==> src/hdl/binary_to_decimal_ascii_top_assert.svh <==
// Assertion macros for the binary to decimal ASCII converter.
`ifndef BINARY_TO_DECIMAL_ASCII_TOP_ASSERT_SVH
`define BINARY_TO_DECIMAL_ASCII_TOP_ASSERT_SVH

// Same-cycle implication, sampled on clk, off during reset.
`define B2DA_ASSERT_NOW(label, ante, cons) \
  label: assert property (@(posedge clk) disable iff (!rst_n) (ante) |-> (cons)) \
    else $error("b2da assertion failed");

// Next-cycle implication, sampled on clk, off during reset.
`define B2DA_ASSERT_NEXT(label, ante, cons) \
  label: assert property (@(posedge clk) disable iff (!rst_n) (ante) |=> (cons)) \
    else $error("b2da assertion failed");

`endif

==> src/hdl/b2da_pkg.sv <==
// Types and constants shared by the binary to decimal ASCII converter.
package b2da_pkg;

  localparam int NUM_W   = 16;
  localparam int CHAR_W  = 6;
  localparam int DIGIT_W = 4;
  localparam int DECADES = 5;
  localparam int DEC_W   = 3;

  localparam logic [DEC_W-1:0]   DEC_FIRST  = 3'd0;
  localparam logic [DEC_W-1:0]   DEC_UNITS  = 3'd4;
  localparam logic [CHAR_W-1:0]  ASCII_ZERO = 6'd48;
  localparam logic [DIGIT_W-1:0] DIGIT_MAX  = 4'd9;
  localparam logic [DIGIT_W-1:0] LEAD_MAX   = 4'd6;

  localparam logic [NUM_W-1:0] POW10 [DECADES] = '{
    16'd10000, 16'd1000, 16'd100, 16'd10, 16'd1
  };

  typedef enum logic [0:0] {
    ST_IDLE,
    ST_SUB
  } state_t;

  typedef struct packed {
    logic             ge;
    logic [NUM_W-1:0] diff;
  } sub_res_t;

endpackage

==> src/hdl/b2da_if.sv <==
// Valid/ready channels carrying the input value and the output characters.
interface b2da_in_if import b2da_pkg::*; ();
  logic             valid;
  logic             ready;
  logic [NUM_W-1:0] number_in;

  modport source (output valid, output number_in, input ready);
  modport sink   (input valid, input number_in, output ready);
endinterface

interface b2da_out_if import b2da_pkg::*; ();
  logic              valid;
  logic              ready;
  logic [CHAR_W-1:0] digit_char;
  logic              last_digit;

  modport source (output valid, output digit_char, output last_digit, input ready);
  modport sink   (input valid, input digit_char, input last_digit, output ready);
endinterface

==> src/hdl/b2da_sub_unit.sv <==
// Shared compare-and-subtract unit: remainder minus the selected power of ten.
module b2da_sub_unit import b2da_pkg::*; (
  input  logic [NUM_W-1:0] rest,
  input  logic [DEC_W-1:0] decade,
  output sub_res_t         res
);

  logic [NUM_W:0] wide_diff;

  assign wide_diff = {1'b0, rest} - {1'b0, POW10[decade]};
  assign res.ge    = ~wide_diff[NUM_W];
  assign res.diff  = wide_diff[NUM_W-1:0];

endmodule

==> src/hdl/binary_to_decimal_ascii_top.sv <==
// Conversion: repeated subtraction of each power of ten, one decade after another, down to units.
// A new number is accepted only when idle, after the previous one's last character is loaded.
// Output character register lets the next item start while the last one waits.
// Reset: synchronous, active low; clears sequencer state and output valid.
// Characters stall in place while the output register is full and not taken.
`include "binary_to_decimal_ascii_top_assert.svh"

module binary_to_decimal_ascii_top import b2da_pkg::*; (
  input logic       clk,
  input logic       rst_n,
  b2da_in_if.sink   in_ch,
  b2da_out_if.source out_ch
);

  state_t             state_r, state_nxt;
  logic [NUM_W-1:0]   rest_r, rest_nxt;
  logic [DEC_W-1:0]   decade_r, decade_nxt;
  logic [DIGIT_W-1:0] digit_r, digit_nxt;
  logic               begun_r, begun_nxt;
  logic               out_valid_r, out_valid_nxt;
  logic [CHAR_W-1:0]  out_char_r, out_char_nxt;
  logic               out_last_r, out_last_nxt;

  sub_res_t sub_res;
  logic     units;
  logic     emit;
  logic     slot_free;
  logic     load_out;
  logic     in_acc;

  b2da_sub_unit u_sub (
    .rest   (rest_r),
    .decade (decade_r),
    .res    (sub_res)
  );

  assign units     = (decade_r == DEC_UNITS);
  assign emit      = (digit_r != '0) || begun_r || units;
  assign slot_free = ~out_valid_r || out_ch.ready;
  assign in_ch.ready = (state_r == ST_IDLE);
  assign in_acc    = in_ch.valid && in_ch.ready;

  always_ff @(posedge clk) begin
    if (!rst_n) begin
      state_r     <= ST_IDLE;
      out_valid_r <= 1'b0;
    end else begin
      state_r     <= state_nxt;
      out_valid_r <= out_valid_nxt;
    end
    rest_r     <= rest_nxt;
    decade_r   <= decade_nxt;
    digit_r    <= digit_nxt;
    begun_r    <= begun_nxt;
    out_char_r <= out_char_nxt;
    out_last_r <= out_last_nxt;
  end

  always_comb begin
    state_nxt    = state_r;
    rest_nxt     = rest_r;
    decade_nxt   = decade_r;
    digit_nxt    = digit_r;
    begun_nxt    = begun_r;
    out_char_nxt = out_char_r;
    out_last_nxt = out_last_r;
    load_out     = 1'b0;
    unique case (state_r)
      ST_IDLE: begin
        if (in_ch.valid) begin
          rest_nxt   = in_ch.number_in;
          decade_nxt = DEC_FIRST;
          digit_nxt  = '0;
          begun_nxt  = 1'b0;
          state_nxt  = ST_SUB;
        end
      end
      ST_SUB: begin
        if (sub_res.ge) begin
          rest_nxt  = sub_res.diff;
          digit_nxt = digit_r + 1'b1;
        end else if (!emit) begin
          decade_nxt = decade_r + 1'b1;
          digit_nxt  = '0;
        end else if (slot_free) begin
          load_out     = 1'b1;
          out_char_nxt = ASCII_ZERO + {{(CHAR_W-DIGIT_W){1'b0}}, digit_r};
          out_last_nxt = units;
          begun_nxt    = 1'b1;
          decade_nxt   = decade_r + 1'b1;
          digit_nxt    = '0;
          if (units) begin
            state_nxt = ST_IDLE;
          end
        end
      end
      default: state_nxt = ST_IDLE;
    endcase
    if (load_out) begin
      out_valid_nxt = 1'b1;
    end else if (out_ch.ready) begin
      out_valid_nxt = 1'b0;
    end else begin
      out_valid_nxt = out_valid_r;
    end
  end

  assign out_ch.valid      = out_valid_r;
  assign out_ch.digit_char = out_char_r;
  assign out_ch.last_digit = out_last_r;

  `B2DA_ASSERT_NEXT(a_start_clean, in_acc, state_r == ST_SUB && decade_r == DEC_FIRST && digit_r == '0)
  `B2DA_ASSERT_NOW(a_digit_range, state_r == ST_SUB, digit_r <= DIGIT_MAX)
  `B2DA_ASSERT_NOW(a_lead_range, state_r == ST_SUB && decade_r == DEC_FIRST, digit_r <= LEAD_MAX)
  `B2DA_ASSERT_NOW(a_last_on_units, load_out && out_last_nxt, units && state_nxt == ST_IDLE)

endmodule
==> src/flat_wrapper.sv <==
// flat-port wrapper written by rule: the top's interface ports become plain ports
module binary_to_decimal_ascii_top_flat import b2da_pkg::*;
  (clk, rst_n, in_ch_valid, in_ch_number_in, in_ch_ready, out_ch_valid, out_ch_digit_char, out_ch_last_digit, out_ch_ready);
  b2da_in_if in_ch_i ();
  b2da_out_if out_ch_i ();
  input logic clk;
  input logic rst_n;
  input wire logic [$bits(in_ch_i.valid)-1:0] in_ch_valid;
  input wire logic [$bits(in_ch_i.number_in)-1:0] in_ch_number_in;
  output wire logic [$bits(in_ch_i.ready)-1:0] in_ch_ready;
  output wire logic [$bits(out_ch_i.valid)-1:0] out_ch_valid;
  output wire logic [$bits(out_ch_i.digit_char)-1:0] out_ch_digit_char;
  output wire logic [$bits(out_ch_i.last_digit)-1:0] out_ch_last_digit;
  input wire logic [$bits(out_ch_i.ready)-1:0] out_ch_ready;
  assign in_ch_i.valid = in_ch_valid;
  assign in_ch_i.number_in = in_ch_number_in;
  assign in_ch_ready = in_ch_i.ready;
  assign out_ch_valid = out_ch_i.valid;
  assign out_ch_digit_char = out_ch_i.digit_char;
  assign out_ch_last_digit = out_ch_i.last_digit;
  assign out_ch_i.ready = out_ch_ready;
  binary_to_decimal_ascii_top u_core (.clk(clk), .rst_n(rst_n), .in_ch(in_ch_i), .out_ch(out_ch_i));
endmodule
==> config.mk <==
export PLATFORM = sky130hd
export DESIGN_NAME = binary_to_decimal_ascii_top_flat
export DESIGN_NICKNAME = d
export VERILOG_FILES = /design/src/hdl/b2da_pkg.sv /design/src/hdl/b2da_if.sv /design/src/hdl/b2da_sub_unit.sv /design/src/hdl/binary_to_decimal_ascii_top.sv /design/src/flat_wrapper.sv
export VERILOG_INCLUDE_DIRS = /design/src /design/src/hdl
export SDC_FILE = /design/constraint.sdc
export NUM_CORES = 1
export LEC_CHECK = 0
export BUFFER_PORTS_ARGS = -buffer_cell sky130_fd_sc_hd__buf_2
export CAP_MARGIN = 5
export CORE_MARGIN = 2
export CORE_UTILIZATION = 52
export DETAILED_ROUTE_END_ITERATION = 6
export PLACE_DENSITY = 0.76
export SYNTH_ARGS = -nofsm -noshare
export SYNTH_HDL_FRONTEND = slang
export SYNTH_SLANG_ARGS = --single-unit
==> constraint.sdc <==
create_clock -name clk -period 3.2 [get_ports clk]
set_clock_uncertainty 0.1 [all_clocks]
set_input_delay 0.16 -clock clk [delete_from_list [all_inputs] [get_ports clk]]
set_output_delay 0.16 -clock clk [all_outputs]
set_load 0.01 [all_outputs]
==> run_results.csv <==
group,metric,value,unit
synthesis,synthDistinctLibCells,58,
place,dp_hpwl,3.59,mm
global_route,grt_max_degree,25,
floorplanning,dieHeight,69.9,um
timing,slew-limit-headroom,52.5,%
timing,rsz0062_at_grt,"false",
setup_path,crit_required,3060,ps
cts,root_buffer,"clkbuf_8",
place,place_congestion,0.884,
route,drc,0,
setup_path,worstPathMaxFanout,7,
synthesis,yosysWarnings,0,
pwr,ir_drop,345,uV
timing,min_period_over_period,95.9,%
setup_path,r2r_end,"u_core.digit_r[0]",
global_route,grt_pass1_wl,8.18,mm
final_layout,multiInputGateArea,1250,sq um
place,placed_area,2440,sq um
timing,finalHoldViolCount,0,
timing,fmax,0.326,GHz
hold_path,holdPathEnd,"u_core.out_ch.valid",
final_layout,seqCellArea,911,sq um
setup_path,regToRegSetupSlack,130,ps
setup_path,rr_worst_depth,8,
timing,fin_tns_setup,0,ps
setup_path,criticalPathCategory,"reg -> reg",
global_route,grt_pass1_vias,1775,
synthesis,syn_area,2260,sq um
floorplanning,die_x,69.9,um
floorplanning,core_area,4090,sq um
floorplanning,placementRows,23,
cts,htreeDepth,2,
timing,tightest_slew,712,ps
synthesis,avgSynthCellArea,10.0,sq um
floorplanning,dieArea,4890,sq um
final_layout,stdcell_count,305,
cts,clkSinkCount,31,
timing,finalMaxSlewViolations,0,
global_route,antenna_found_initial,0,
timing,setup_viol,0,
cts,clock_path_buffers,2,
final_layout,area_growth,11.3,%
hold_path,hold_depth,3,
place,portBuffers,26,
final_layout,design_area,2520,sq um
synthesis,netlist_instances,225,
final_layout,fillCellCount,360,
final_layout,post-route-util,61.6,%
cts,postCtsHoldBufs,0,
synthesis,ys_async_sr_fraction,0,%
route,avgRoutedWirePerCell,15.8,um
final_layout,diodes,0,
pwr,leakage,1.01,nW
setup_path,cp-end-kind,"register",
pwr,power,0.00159,W
cts,cts_tree,"done",
hold_path,hold_class,"in -> reg",
floorplanning,top_level_ports,29,
route,dr_total_vias,1768,
setup_path,critPathLaunchType,"register",
route,wl,4.82,mm
cts,cts_buffers,5,
synthesis,synthTopCellsByCount,"edfxtp_1 (29), ha_1 (20), nand2_1 (19)",
route,dr.pass1.iters,4,
final_layout,final_nets,295,
route,first_iter_violations,145,
cts,cts-resized-gates,0,
synthesis,ys_ff_latch,31,
cts,insertion_delay,290,ps
place,post-place-cells,297,
synthesis,synth_most_common_cell,"edfxtp_1",
final_layout,drive_gt1_share,18.8,%
pwr,pwr_density_cell,632,nW/um^2
global_route,track_usage,21.4,%
synthesis,synth_top_cell_area_share,38.5,%
route,vias_per_cell,5.80,
hold_path,worstHoldStart,"rst_n",
synthesis,synth_seq_area_share,40.3,%
cts,cts.reportedPaths.clkPinSlew,70,ps
cts,cts_setup_buffers,0,
floorplanning,start_util,55.3,%
synthesis,synth-edff-count,29,
global_route,grt.overflow.total,0,
run,maxCapViolCount,0,
setup_path,timing.rr.start,"u_core.decade_r[0]",
timing,period_minus_slack,3070,ps
status,status,"complete, no violations",
synthesis,synth_flop_cell,"edfxtp_1",
synthesis,synth.top_cells.by_area,"edfxtp_1 (39%), ha_1 (11%), nand2_1 (3.2%)",
setup_path,cp.arrival,2920,ps
route,ant_nets,0,
synthesis,yosysTopAreaCell,"edfxtp_1",
## how the worst max path moves through the flow
stage                  startpoint  slack (ps)                 to
2_1_floorplan  u_core.decade_r[0]         170   u_core.rest_r[0]
5_1_grt        u_core.decade_r[0]          20   u_core.rest_r[8]
6_report       u_core.decade_r[0]         130  u_core.digit_r[0]
3_3_place_gp   u_core.decade_r[0]         310   u_core.rest_r[9]
3_5_place_dp   u_core.decade_r[0]         160  u_core.digit_r[1]
4_1_cts        u_core.decade_r[0]         140  u_core.digit_r[1]
## per-layer routing
layer  global-route usage [%]  routed length (um)  vias to the layer above
li1                         -                   -                      904
met1                     29.3                2260                      829
met2                     32.8                2290                       28
met3                     5.34                 205                        7
met4                     7.69                  65                        0
met5                        0                   0                        -
## kinds of logic after synthesis
| logic type | Yosys count | synth area share, % |
|---|---|---|
| compound gates | 57 | 18.6 |
| flops | 31 | 40.3 |
| xor+xnor | 8 | 3.10 |
| other cells | 1 | 0.166 |
| buf+inv | 23 | 4.92 |
| fa+ha+maj | 21 | 12.0 |
| simple gates | 76 | 17.1 |
| mux | 8 | 3.82 |
## placed cells by master, fill, tap and decap left out, types with 4 or more instances in the layout
cell and instances:
inv_1 13, a21oi_1 7, xnor2_1 6, buf_2 26, edfxtp_1 29, a21o_1 6
nor3_1 10, nand3_1 4, mux2_2 5, ha_1 20, o21ai_0 5, nor2_1 17
nand2_1 19, a211oi_1 7, clkbuf_8 5, buf_4 5
## where the power goes
group,switching (W),total [W],internal [W],leakage (nW)
Clock,0.000150,0.000298,0.000148,0.0403
Combinational,0.000420,0.000725,0.000305,0.668
Sequential,0.0000398,0.000566,0.000527,0.306
## per-stage QoR
step           hold slack [ps]  worst slack (ps)
4_1_cts                   13.6               142
6_report                  17.4               131
5_1_grt                   23.9              24.6
3_5_place_dp               309               165
2_1_floorplan              168               169
3_3_place_gp               279               311
## cell type report
cell class,instances,share of cell area (%)
Clock buffer,6,2.88
Clock inverter,2,0.298
Inverter,13,1.94
Multi-Input combinational cell,172,49.5
Sequential cell,31,36.2
Tap cell,50,2.49
Timing Repair Buffer,31,6.66
## registers in the layout, indices dropped and copies added (netlist names)
name	count
u_core.out_ch.digit_char	4
u_core.out_ch.valid	1
u_core.begun_r	1
u_core.decade_r	3
u_core.digit_r	4
u_core.rest_r	16
u_core.state_r	1
u_core.out_ch.last_digit	1
## critical path, cell delays in order, from the launching register on
cell and delay [ps]:
edfxtp_1 470, ha_1 240, ha_1 220, fa_1 450
nand2b_1 210, a21oi_2 250, o21ai_2 140, o221a_2 310
a21oi_1 350
(Power assumes the default switching activity.)
